File: src/rtl/itc_pkg.sv
// Package with the shared types, codes and sizes of the interval timer counters.
`default_nettype none
package itc_pkg;

    localparam int NUM_COUNTERS = 3;

    localparam int CTR_IDX_W  = 2;
    localparam int BYTE_W     = 8;
    localparam int COUNT_W    = 16;
    localparam int OP_MODE_W  = 3;
    localparam int ERR_W      = 3;
    localparam int OUT_LVL_W  = 3;

    typedef enum logic [1:0] {
        KIND_WRITE = 2'd0,
        KIND_READ  = 2'd1,
        KIND_CTRL  = 2'd2,
        KIND_TICK  = 2'd3
    } kind_t;

    typedef enum logic [ERR_W-1:0] {
        ERR_OK        = 3'd0,
        ERR_READ_BACK = 3'd1,
        ERR_ACCESS    = 3'd2,
        ERR_OP_MODE   = 3'd3,
        ERR_BCD       = 3'd4
    } err_t;

    // Control word field codes.
    localparam logic [1:0] SEL_READ_BACK = 2'd3;
    localparam logic [1:0] RW_LATCH      = 2'd0;
    localparam logic [1:0] RW_LOW_HIGH   = 2'd3;

    localparam logic [OP_MODE_W-1:0] MODE_INT_TC   = 3'd0;
    localparam logic [OP_MODE_W-1:0] MODE_RATE_GEN = 3'd2;
    localparam logic [OP_MODE_W-1:0] MODE_SQ_WAVE  = 3'd3;

    localparam logic [COUNT_W-1:0] HIGH_MASK = 16'hFF00;
    localparam logic [COUNT_W-1:0] LOW_MASK  = 16'h00FF;

    typedef struct packed {
        logic [1:0]           mode;
        logic [CTR_IDX_W-1:0] counter_index;
        logic [BYTE_W-1:0]    data;
    } in_item_t;

    typedef struct packed {
        logic [BYTE_W-1:0]    read_data;
        logic [ERR_W-1:0]     error_code;
        logic [OUT_LVL_W-1:0] outputs_high;
    } out_item_t;

    // One command for one counter, decoded from the current item.
    typedef struct packed {
        logic                 write;
        logic                 read;
        logic                 latch;
        logic                 set_mode;
        logic                 tick;
        logic [BYTE_W-1:0]    data;
        logic [OP_MODE_W-1:0] op_mode;
    } ctr_cmd_t;

endpackage
`default_nettype wire

File: src/rtl/itc_if.sv
// Handshake interfaces for the item and result channels of the timer.
`default_nettype none
interface itc_in_if;
    logic             valid;
    logic             ready;
    itc_pkg::in_item_t payload;

    modport source (output valid, output payload, input ready);
    modport sink   (input valid, input payload, output ready);
endinterface

interface itc_out_if;
    logic              valid;
    logic              ready;
    itc_pkg::out_item_t payload;

    modport source (output valid, output payload, input ready);
    modport sink   (input valid, input payload, output ready);
endinterface
`default_nettype wire

File: src/rtl/itc_decode.sv
// Decoder that turns one item into per-counter commands and an error code.
`default_nettype none
module itc_decode (
    input  wire logic               fire,
    input  wire itc_pkg::in_item_t  item,
    output itc_pkg::ctr_cmd_t       cmd [itc_pkg::NUM_COUNTERS],
    output itc_pkg::err_t           err
);

    logic [1:0]                    sel;
    logic [1:0]                    rw;
    logic [itc_pkg::OP_MODE_W-1:0] md;
    logic                          bcd;
    logic                          is_ctrl;
    logic                          latch_req;
    logic                          mode_req;

    assign sel     = item.data[7:6];
    assign rw      = item.data[5:4];
    assign md      = item.data[3:1];
    assign bcd     = item.data[0];
    assign is_ctrl = (item.mode == itc_pkg::KIND_CTRL);

    // The checks run in a fixed priority; a failing word changes no state.
    always_comb
    begin
        err       = itc_pkg::ERR_OK;
        latch_req = 1'b0;
        mode_req  = 1'b0;
        if (is_ctrl)
        begin
            if (sel == itc_pkg::SEL_READ_BACK)
                err = itc_pkg::ERR_READ_BACK;
            else if (rw == itc_pkg::RW_LATCH)
                latch_req = 1'b1;
            else if (rw != itc_pkg::RW_LOW_HIGH)
                err = itc_pkg::ERR_ACCESS;
            else if (!(md inside {itc_pkg::MODE_INT_TC, itc_pkg::MODE_RATE_GEN,
                                  itc_pkg::MODE_SQ_WAVE}))
                err = itc_pkg::ERR_OP_MODE;
            else if (bcd)
                err = itc_pkg::ERR_BCD;
            else
                mode_req = 1'b1;
        end
    end

    always_comb
    begin
        for (int i = 0; i < itc_pkg::NUM_COUNTERS; i++)
        begin
            cmd[i].write    = fire && (item.mode == itc_pkg::KIND_WRITE) &&
                              (item.counter_index == itc_pkg::CTR_IDX_W'(i));
            cmd[i].read     = fire && (item.mode == itc_pkg::KIND_READ) &&
                              (item.counter_index == itc_pkg::CTR_IDX_W'(i));
            cmd[i].latch    = fire && latch_req && (sel == 2'(i));
            cmd[i].set_mode = fire && mode_req && (sel == 2'(i));
            cmd[i].tick     = fire && (item.mode == itc_pkg::KIND_TICK);
            cmd[i].data     = item.data;
            cmd[i].op_mode  = md;
        end
    end

endmodule
`default_nettype wire

File: src/rtl/itc_counter.sv
// One timer counter: count, latch, byte order flags, down count and output level.
`default_nettype none
module itc_counter (
    input  wire logic                         clk,
    input  wire logic                         rst_n,
    input  wire itc_pkg::ctr_cmd_t            cmd,
    output logic [itc_pkg::BYTE_W-1:0]        rd_byte,
    output logic                              level_next
);

    logic [itc_pkg::COUNT_W-1:0]   count_reg, count_next;
    logic [itc_pkg::COUNT_W-1:0]   latched_reg, latched_next;
    logic [itc_pkg::COUNT_W-1:0]   remain_reg, remain_next;
    logic                          armed_reg, armed_next;
    logic [itc_pkg::OP_MODE_W-1:0] op_mode_reg, op_mode_next;
    logic                          level_reg;
    logic                          latch_act_reg, latch_act_next;
    logic                          rd_high_reg, rd_high_next;
    logic                          wr_high_reg, wr_high_next;
    logic [itc_pkg::COUNT_W-1:0]   read_src;
    logic [itc_pkg::COUNT_W-1:0]   count_hi_wr;
    logic [itc_pkg::COUNT_W-1:0]   remain_dec;

    assign read_src    = latch_act_reg ? latched_reg : count_reg;
    assign count_hi_wr = (count_reg & itc_pkg::LOW_MASK) |
                         {cmd.data, {itc_pkg::BYTE_W{1'b0}}};
    assign remain_dec  = remain_reg - itc_pkg::COUNT_W'(1);

    always_comb
    begin
        rd_byte = '0;
        if (cmd.read)
            rd_byte = rd_high_reg ? read_src[15:8] : read_src[7:0];
    end

    always_comb
    begin
        count_next     = count_reg;
        latched_next   = latched_reg;
        remain_next    = remain_reg;
        armed_next     = armed_reg;
        op_mode_next   = op_mode_reg;
        level_next     = level_reg;
        latch_act_next = latch_act_reg;
        rd_high_next   = rd_high_reg;
        wr_high_next   = wr_high_reg;
        if (cmd.write)
        begin
            if (!wr_high_reg)
            begin
                count_next   = (count_reg & itc_pkg::HIGH_MASK) |
                               {{itc_pkg::BYTE_W{1'b0}}, cmd.data};
                armed_next   = 1'b0;
                level_next   = 1'b0;
                wr_high_next = 1'b1;
            end
            else
            begin
                count_next   = count_hi_wr;
                // A zero count leaves the counter disarmed.
                if (count_hi_wr != '0)
                begin
                    remain_next = count_hi_wr;
                    armed_next  = 1'b1;
                end
                wr_high_next = 1'b0;
            end
        end
        else if (cmd.read)
        begin
            if (!rd_high_reg)
                rd_high_next = 1'b1;
            else
            begin
                rd_high_next   = 1'b0;
                latch_act_next = 1'b0;
            end
        end
        else if (cmd.latch)
        begin
            // A second latch before both bytes are read is ignored.
            if (!latch_act_reg)
            begin
                latch_act_next = 1'b1;
                rd_high_next   = 1'b0;
                latched_next   = count_reg;
            end
        end
        else if (cmd.set_mode)
            op_mode_next = cmd.op_mode;
        else if (cmd.tick && armed_reg)
        begin
            remain_next = remain_dec;
            if (remain_dec == '0)
            begin
                armed_next = 1'b0;
                if (op_mode_reg == itc_pkg::MODE_INT_TC)
                    level_next = 1'b1;
            end
        end
    end

    always_ff @(posedge clk or negedge rst_n)
    begin
        if (!rst_n)
        begin
            count_reg     <= '0;
            latched_reg   <= '0;
            remain_reg    <= '0;
            armed_reg     <= 1'b0;
            op_mode_reg   <= itc_pkg::MODE_INT_TC;
            level_reg     <= 1'b0;
            latch_act_reg <= 1'b0;
            rd_high_reg   <= 1'b0;
            wr_high_reg   <= 1'b0;
        end
        else
        begin
            count_reg     <= count_next;
            latched_reg   <= latched_next;
            remain_reg    <= remain_next;
            armed_reg     <= armed_next;
            op_mode_reg   <= op_mode_next;
            level_reg     <= level_next;
            latch_act_reg <= latch_act_next;
            rd_high_reg   <= rd_high_next;
            wr_high_reg   <= wr_high_next;
        end
    end

endmodule
`default_nettype wire

File: src/rtl/interval_timer_counters_unit.sv
// Three-counter interval timer subset: each item is a bus access or a timer tick.
//
// Channels: item (sink) carries mode, counter_index and data; result (source)
// carries read_data, error_code and outputs_high. Every accepted item gives
// exactly one result, in order. A transfer happens when valid and ready are
// both high at a rising edge of clk.
// Pipeline: an accepted item sits in the input register and its result is
// loaded into the result register once that register is free or being taken,
// and the result then shows valid from the result register.
// Throughput: one item per cycle while results are taken; all per-counter
// state is updated by the decode and counter logic between the two registers.
// When the receiver stalls, the result register holds its transfer and the
// input register keeps one more item, after which item.ready drops until the
// result is taken.
// Reset (rst_n low, asynchronous): both registers empty, and all counts,
// latches, byte order flags, operating modes and output levels cleared.
`default_nettype none
module interval_timer_counters_unit (
    input  wire logic  clk,
    input  wire logic  rst_n,
    itc_in_if.sink     item,
    itc_out_if.source  result
);

    logic               in_valid_reg;
    itc_pkg::in_item_t  in_item_reg;
    logic               out_valid_reg;
    itc_pkg::out_item_t out_item_reg, out_item_next;
    logic               advance;
    logic               fire;

    itc_pkg::ctr_cmd_t              cmd [itc_pkg::NUM_COUNTERS];
    itc_pkg::err_t                  err;
    logic [itc_pkg::BYTE_W-1:0]     rd_byte [itc_pkg::NUM_COUNTERS];
    logic [itc_pkg::NUM_COUNTERS-1:0] level_next;
    logic [itc_pkg::OUT_LVL_W-1:0]  levels;
    logic [itc_pkg::BYTE_W-1:0]     rd_any;

    assign advance    = !out_valid_reg || result.ready;
    assign fire       = in_valid_reg && advance;
    assign item.ready = !in_valid_reg || advance;

    itc_decode u_decode (
        .fire (fire),
        .item (in_item_reg),
        .cmd  (cmd),
        .err  (err)
    );

    for (genvar i = 0; i < itc_pkg::NUM_COUNTERS; i++)
    begin : g_ctr
        itc_counter u_counter (
            .clk        (clk),
            .rst_n      (rst_n),
            .cmd        (cmd[i]),
            .rd_byte    (rd_byte[i]),
            .level_next (level_next[i])
        );
    end

    for (genvar j = 0; j < itc_pkg::OUT_LVL_W; j++)
    begin : g_lvl
        if (j < itc_pkg::NUM_COUNTERS)
        begin : g_on
            assign levels[j] = level_next[j];
        end
        else
        begin : g_off
            assign levels[j] = 1'b0;
        end
    end

    // Only the addressed counter drives a nonzero byte.
    always_comb
    begin
        rd_any = '0;
        for (int i = 0; i < itc_pkg::NUM_COUNTERS; i++)
            rd_any = rd_any | rd_byte[i];
    end

    always_comb
    begin
        out_item_next.read_data    = rd_any;
        out_item_next.error_code   = err;
        out_item_next.outputs_high = levels;
    end

    always_ff @(posedge clk or negedge rst_n)
    begin
        if (!rst_n)
        begin
            in_valid_reg  <= 1'b0;
            out_valid_reg <= 1'b0;
        end
        else
        begin
            if (item.ready)
                in_valid_reg <= item.valid;
            if (advance)
                out_valid_reg <= in_valid_reg;
        end
    end

    always_ff @(posedge clk)
    begin
        if (item.valid && item.ready)
            in_item_reg <= item.payload;
        if (fire)
            out_item_reg <= out_item_next;
    end

    assign result.valid   = out_valid_reg;
    assign result.payload = out_item_reg;

endmodule
`default_nettype wire

File: src/flat_wrapper.sv
// flat-port wrapper written by rule: the top's interface ports become plain ports
module interval_timer_counters_unit_flat 
  (clk, rst_n, item_valid, item_payload, item_ready, result_valid, result_payload, result_ready);
  itc_in_if item_i ();
  itc_out_if result_i ();
  input  wire logic clk;
  input  wire logic rst_n;
  input wire logic [$bits(item_i.valid)-1:0] item_valid;
  input wire logic [$bits(item_i.payload)-1:0] item_payload;
  output wire logic [$bits(item_i.ready)-1:0] item_ready;
  output wire logic [$bits(result_i.valid)-1:0] result_valid;
  output wire logic [$bits(result_i.payload)-1:0] result_payload;
  input wire logic [$bits(result_i.ready)-1:0] result_ready;
  assign item_i.valid = item_valid;
  assign item_i.payload = item_payload;
  assign item_ready = item_i.ready;
  assign result_valid = result_i.valid;
  assign result_payload = result_i.payload;
  assign result_i.ready = result_ready;
  interval_timer_counters_unit u_core (.clk(clk), .rst_n(rst_n), .item(item_i), .result(result_i));
endmodule
File: config.mk
export PLATFORM = sky130hd
export DESIGN_NAME = interval_timer_counters_unit_flat
export DESIGN_NICKNAME = d
export VERILOG_FILES = /design/src/rtl/itc_pkg.sv /design/src/rtl/itc_if.sv /design/src/rtl/itc_decode.sv /design/src/rtl/itc_counter.sv /design/src/rtl/interval_timer_counters_unit.sv /design/src/flat_wrapper.sv
export SDC_FILE = /design/constraint.sdc
export NUM_CORES = 1
export LEC_CHECK = 0
export ABC_AREA = 0
export BUFFER_PORTS_ARGS = -buffer_cell sky130_fd_sc_hd__buf_4
export CORE_UTILIZATION = 50
export DETAILED_ROUTE_END_ITERATION = 12
export PLACE_DENSITY = 0.78
export REMOVE_ABC_BUFFERS = 1
export SYNTH_ARGS = -nofsm -noshare
export SYNTH_HDL_FRONTEND = slang
export SYNTH_SLANG_ARGS = --single-unit
File: constraint.sdc
create_clock -name clk -period 2.45 [get_ports clk]
set_input_delay 0.1225 -clock clk [delete_from_list [all_inputs] [get_ports clk]]
set_output_delay 0.1225 -clock clk [all_outputs]
set_load 0.005 [all_outputs]
After elaboration in Yosys (flattened, before gate mapping)
Index checks and enable logic that the tools add are counted.
{"block": "word_totals", "register_bits": 196, "latchBits": 0, "ram_bits": 0, "rom_bits": 0, "out_inout_bits": 16, "wordCells": 283, "mem_count": 0}
{"block": "classes", "add_sub_neg": 3, "n_mul": 0, "div": 0, "order_cmp": 0, "n_eq_ne": 35, "shifts": 0, "muxes": 119, "bitwise": 19, "reduce_logical": 70}
{"operator": "$mux 16", "n": 27}
{"operator": "$mux 1", "n": 83}
{"operator": "$logic_not 16->1", "n": 3}
{"operator": "$mux 8", "n": 6}
{"operator": "$or 16x8->16", "n": 3}
{"operator": "$or 8x16->16", "n": 3}
{"operator": "$reduce_bool 16->1", "n": 3}
{"operator": "$sub 16x1->16 const B", "n": 3}
{"operator": "$reduce_and 6->1", "n": 6}
{"operator": "$reduce_and 3->1", "n": 9}
{"operator": "$ne 2x1->1 const B", "n": 12}
{"operator": "$logic_and 1x1->1", "n": 22}
{"operator": "$ne 2x2->1 const B", "n": 10}
{"operator": "$reduce_bool 2->1", "n": 9}
{"operator": "$or 8x8->8", "n": 2}
{"operator": "$logic_not 3->1", "n": 4}
{"operator": "$reduce_and 4->1", "n": 3}
{"operator": "$not 1->1", "n": 11}
{"operator": "$eq 2x2->1 const B", "n": 5}
{"operator": "$ne 3x3->1 const B", "n": 3}
{"operator": "$logic_not 2->1", "n": 4}
{"operator": "$eq 2x1->1 const B", "n": 3}
{"operator": "$eq 3x2->1 const B", "n": 2}
{"operator": "$reduce_or 5->1", "n": 1}
{"operator": "other kinds (6)", "n": 9}

Longest topological paths before layout
{"block": "logic_depth", "word_depth": 13, "ltp_mapped": 8, "depth_no_buf": 7}

Cells and area by module
Synthesis repeated with hierarchy kept, for this count alone.
{"block": "unflattened", "cells_unflattened": 979, "area_unflattened_um2": 10649.0}
{"module": "itc_counter (u_core.g_ctr[0].u_counter ...)", "n_inst": 2, "cells_per_inst": 280, "area_per_inst_um2": 3066.7}
{"module": "itc_counter (u_core.g_ctr[2].u_counter)", "n_inst": 1, "cells_per_inst": 308, "area_per_inst_um2": 3096.7}
{"module": "interval_timer_counters_unit", "n_inst": 1, "cells_per_inst": 42, "area_per_inst_um2": 932.1}
{"module": "itc_decode", "n_inst": 1, "cells_per_inst": 69, "area_per_inst_um2": 486.7}

Worst setup path before layout
OpenSTA, ideal clock, no wires.
{"block": "synth_timing", "path_kind": "register -> register", "start": "register u_core.g_ctr[0].u_counter.remain_reg[4] in the netlist's numbering", "end": "register u_core.g_ctr[0].u_counter.armed_reg", "setup_time_ps": 124, "t_arrival_ps": 2432, "path_slack_ps": -106, "stages_incl_launch_ff": 7, "path_cell_list": "dfrtp_1 buf_6 or4_4 or4_1 o311a_1 or4_4 o31a_1"}
{"block": "synth_between", "elab_chain_len": 4}
{"item": "from (decl)", "line_no": "itc_counter.sv:13", "rtl": "logic [itc_pkg::COUNT_W-1:0] remain_reg, remain_next;"}
{"item": "from (signal assigned)", "line_no": "itc_counter.sv:121", "rtl": "remain_reg <= remain_next;"}
{"item": "$sub 16x1->16", "line_no": "itc_counter.sv:27", "rtl": "assign remain_dec = remain_reg - itc_pkg::COUNT_W'(1);"}
{"item": "$logic_not 16->1", "line_no": "itc_counter.sv:94", "rtl": "if (remain_dec == '0)"}
{"item": "$reduce_bool 2->1 (no line)"}
{"item": "$reduce_and 6->1 (no line)"}
{"item": "to (signal assigned)", "line_no": "itc_counter.sv:122", "rtl": "armed_reg <= armed_next;"}
{"item": "to (decl)", "line_no": "itc_counter.sv:14", "rtl": "logic armed_reg, armed_next;"}
No other way between the ends.
A chain may end at the register's enable or synchronous reset.

Worst setup path after layout
{"block": "layout_timing", "start": "register u_core.g_ctr[0].u_counter.remain_reg[5] in the netlist's numbering", "end": "register u_core.g_ctr[0].u_counter.armed_reg"}
The elaborated chain is that of the path after synthesis.

==> impl_metrics.tcl <==
set metrics [dict create \
    slowest_delay_ns 0.53 \
    period_needed_ns 2.37 \
    clock.fmax_ghz 0.422 \
    worst_slew_pin_slew_ns 0.819 \
    multi_input_area_um2 4640 \
    rsz0062_at_grt "no" \
    fin_util 0.596 \
    placed_area_um2 10800 \
    die_x_um 143 \
    clk_pin_slew_worst_paths_ns 0.07 \
    cap_violations 0 \
    crit_path_end_kind "flop" \
    gp_congestion 0.919 \
    ys_warn_count 0 \
    finalSetupViolations 0 \
    hp-class "input pin to flop" \
    pwr-share-seq 0.468 \
    p_per_area_nw_per_um2 874 \
    run_status "completed" \
    drc 0 \
    cts_max_path_buffers 2 \
    worst-path-stages 5 \
    cp_slowest_cell "or4_4" \
    portBuffers 31 \
    cts-root-buf "clkbuf_16" \
    grt_usage 0.261 \
    tns_ns 0 \
    ir_drop_uv 566 \
    hold_path_depth 4 \
    clock_skew_ns 0.0103 \
    antenna_found_initial 0 \
    finalCritPeriodShare 0.968 \
    antenna_left 0 \
    cts_made_buffers 17 \
    synth_area_per_cell_um2 11.0 \
    dr.pass1.iters 5 \
    num-nets-final 1000 \
    relSlewSlack 0.454 \
    synth-main-ff-cell "dfrtp_1" \
    r2r_start "u_core.g_ctr[0].u_counter.remain_reg[5]" \
    clkSinkCount 196 \
    hold_viol 0 \
    cts_tree "built" \
    synth_cells 901 \
    wire_per_inst_um 20.0 \
    power_frac_comb 0.257 \
    final_max_slew_viol_count 0 \
    grt_pass1_wl_um 40200 \
    holdWs_ns 0.0826 \
    syn_area_um2 9910 \
    cp_max_fo 2 \
    worstSetupStartpointType "flop" \
    coreArea_um2 19500 \
    htree_levels 4 \
    cp_common_cell "or4_4" \
    grt_overflow 0 \
    cp.buffers_inverters 0 \
    rows 51 \
    netSwitchingFraction 0.340 \
    fin_area_um2 11600 \
    post-dp-hpwl_um 17000 \
    required_ns 2.77 \
    num_antenna_cells 0 \
    critPathLaunch "u_core.g_ctr[0].u_counter.remain_reg[5]" \
    via_count 7778 \
    routed_wl_um 25100 \
    rr_worst_depth 5 \
    fin_ws_ns 0.0796 \
    ios 32 \
    area_growth_pct 17.0 \
    crit_chain "or4_4, or4_1, o311a_1, or4_4, o31a_1" \
    netSwitchingPower_w 0.00345 \
    p_clk_frac 0.275 \
    fill_cells 1517 \
    min-delay-start "result_ready" \
    synth.distinct_cells 65 \
    critPathTopFamily "simple AND/OR/NAND/NOR gates" \
    drive_above_1_share 0.288 \
    grt_pass1_vias 7472 \
    drt_iter0_drc 697 \
    crit_type "flop to flop" \
    ys_seq_elements 196 \
    insertion_delay_ns 0.44 \
    intPower_w 0.00668 \
    grt_max_degree 71 \
    synth_edf_count 26 \
    die_area_um2 20400 \
    regArea_um2 5030 \
    via_per_inst 6.19 \
    worstPathArrival_ns 2.69 \
    leakagePower_nw 4.98 \
    ys_seq_area_frac 0.508 \
    initial_utilization 0.509 \
    ys_async_sr_fraction 0.867 \
    die_y_um 143 \
    dp_slack_ns -0.0547 \
]
## path summary, 6_finish.rpt
kind	slack, ns	to
max	0.08	u_core.g_ctr[0].u_counter.armed_reg
min	0.08	u_core.in_valid_reg
max reg2reg	0.08	u_core.g_ctr[0].u_counter.armed_reg
min reg2reg	0.51	u_core.g_ctr[1].u_counter.latched_reg[1]
max in group asynchronous	1.36	u_core.g_ctr[2].u_counter.count_reg[1]
min in group asynchronous	0.27	u_core.g_ctr[1].u_counter.count_reg[8]
## per-stage QoR
step                total power, W  instances
finish                      0.0101       1256
floorplan                  0.00621        843
CTS                         0.0101       1255
global route                0.0106       1256
detailed placement         0.00727       1208
global placement           0.00718       1208
## layer usage
metal | GRT usage | vias up | wire (um)
met5 | 0 | - | 0
li1 | - | 3551 | -
met1 | 0.356 | 3863 | 10800
met4 | 0.118 | 0 | 915
met2 | 0.414 | 304 | 12000
met3 | 0.0402 | 60 | 1380
## power groups by stage
stage,sequential (W),combinational (W),clock (W)
finish,0.00474,0.00261,0.00278
global route,0.00483,0.00288,0.00293
CTS,0.00471,0.00255,0.00281
detailed placement,0.00476,0.00251,0
global placement,0.00473,0.00244,0
floorplan,0.00456,0.00164,0
## worst register-to-register path, delay by kind of cell, from the launching register on
| kind | cells | cell delay (ns) |
|---|---|---|
| DFF | 1 | 0.38 |
| and+or+nand+nor | 3 | 1.46 |
| AOI/OAI and AO/OA | 2 | 0.42 |
## cells in the final DEF (no fill, tap or decap), types with 7 or more instances in the layout
| master | synthesis | final |
|---|---|---|
| dfrtp_1 | 170 | 170 |
| mux2_2 | 116 | 116 |
| buf_4 | 0 | 100 |
| nor2_1 | 62 | 62 |
| a21oi_1 | 61 | 61 |
| o21ai_0 | 58 | 56 |
| nor3_1 | 36 | 34 |
| nand2_1 | 34 | 34 |
| edfxtp_1 | 26 | 26 |
| inv_1 | 20 | 20 |
| nor4_1 | 21 | 20 |
| mux2i_1 | 19 | 19 |
| a22oi_1 | 20 | 19 |
| clkbuf_16 | 0 | 17 |
| nand3_1 | 14 | 14 |
| dlygate4sd3_1 | 0 | 14 |
| nand4_1 | 12 | 12 |
| o211ai_1 | 11 | 11 |
| o22ai_1 | 11 | 11 |
| nor2b_1 | 9 | 9 |
| nor3b_1 | 11 | 9 |
| mux4_2 | 8 | 8 |
| xnor2_1 | 8 | 8 |
| o2bb2ai_1 | 8 | 8 |
| a31oi_1 | 8 | 8 |
| inv_6 | 0 | 8 |
| and3_1 | 7 | 7 |
| or4_1 | 7 | 7 |
## cells in the mapped netlist, types with 3 or more instances
library cell	number	area share
dfrtp_1	170	0.43
mux2_2	116	0.13
nor2_1	62	0.023
a21oi_1	61	0.031
o21ai_0	58	0.029
clkbuf_1	52	0.020
nor3_1	36	0.018
nand2_1	34	0.013
edfxtp_1	26	0.079
nor4_1	21	0.013
a22oi_1	20	0.015
inv_1	20	0.0076
mux2i_1	19	0.019
nand3_1	14	0.0071
nand4_1	12	0.0076
nor3b_1	11	0.0083
o211ai_1	11	0.0083
o22ai_1	11	0.0069
nor2b_1	9	0.0057
a31oi_1	8	0.0051
mux4_2	8	0.018
o2bb2ai_1	8	0.0071
xnor2_1	8	0.0071
and3_1	7	0.0044
or4_1	7	0.0053
ha_1	6	0.0076
o22a_1	6	0.0053
and2_1	5	0.0032
a31o_2	4	0.0035
nand2b_1	4	0.0025
nand4b_1	4	0.0035
o31ai_1	4	0.0030
or3_1	4	0.0025
and4_1	3	0.0027
and4b_1	3	0.0030
buf_2	3	0.0015
nor4_2	3	0.0038
o21a_1	3	0.0023
or2_2	3	0.0019
or4b_2	3	0.0030
xor2_1	3	0.0027
## cell families after synthesis
group                      Yosys count  share of synthesized area
and+or+nand+nor                    255                      0.142
AOI/OAI and AO/OA                  212                      0.133
DFF                                196                      0.508
muxes                              143                      0.169
buffers and inverters               78                     0.0307
xor gates and xnor gates            11                    0.00972
adders and majority gates            6                    0.00757
## layout make-up
type	instances	area share
repair buffers	116	0.0795
clock inverters	15	0.0137
flip-flops and latches	196	0.434
inverters	20	0.00648
well taps	265	0.0286
multi-input cells	627	0.401
clock buffers	17	0.0367
## repair_timing
action / in CTS / in global routing
hold endpoints to repair: 80 / 0
setup endpoints to repair: 3 / 8
resized for setup: 1 / 12
setup buffers: 1 / 1
pin swaps: 1 / 5
hold buffers: 14 / 0
No activity file was read; power rests on OpenSTA's default activity.
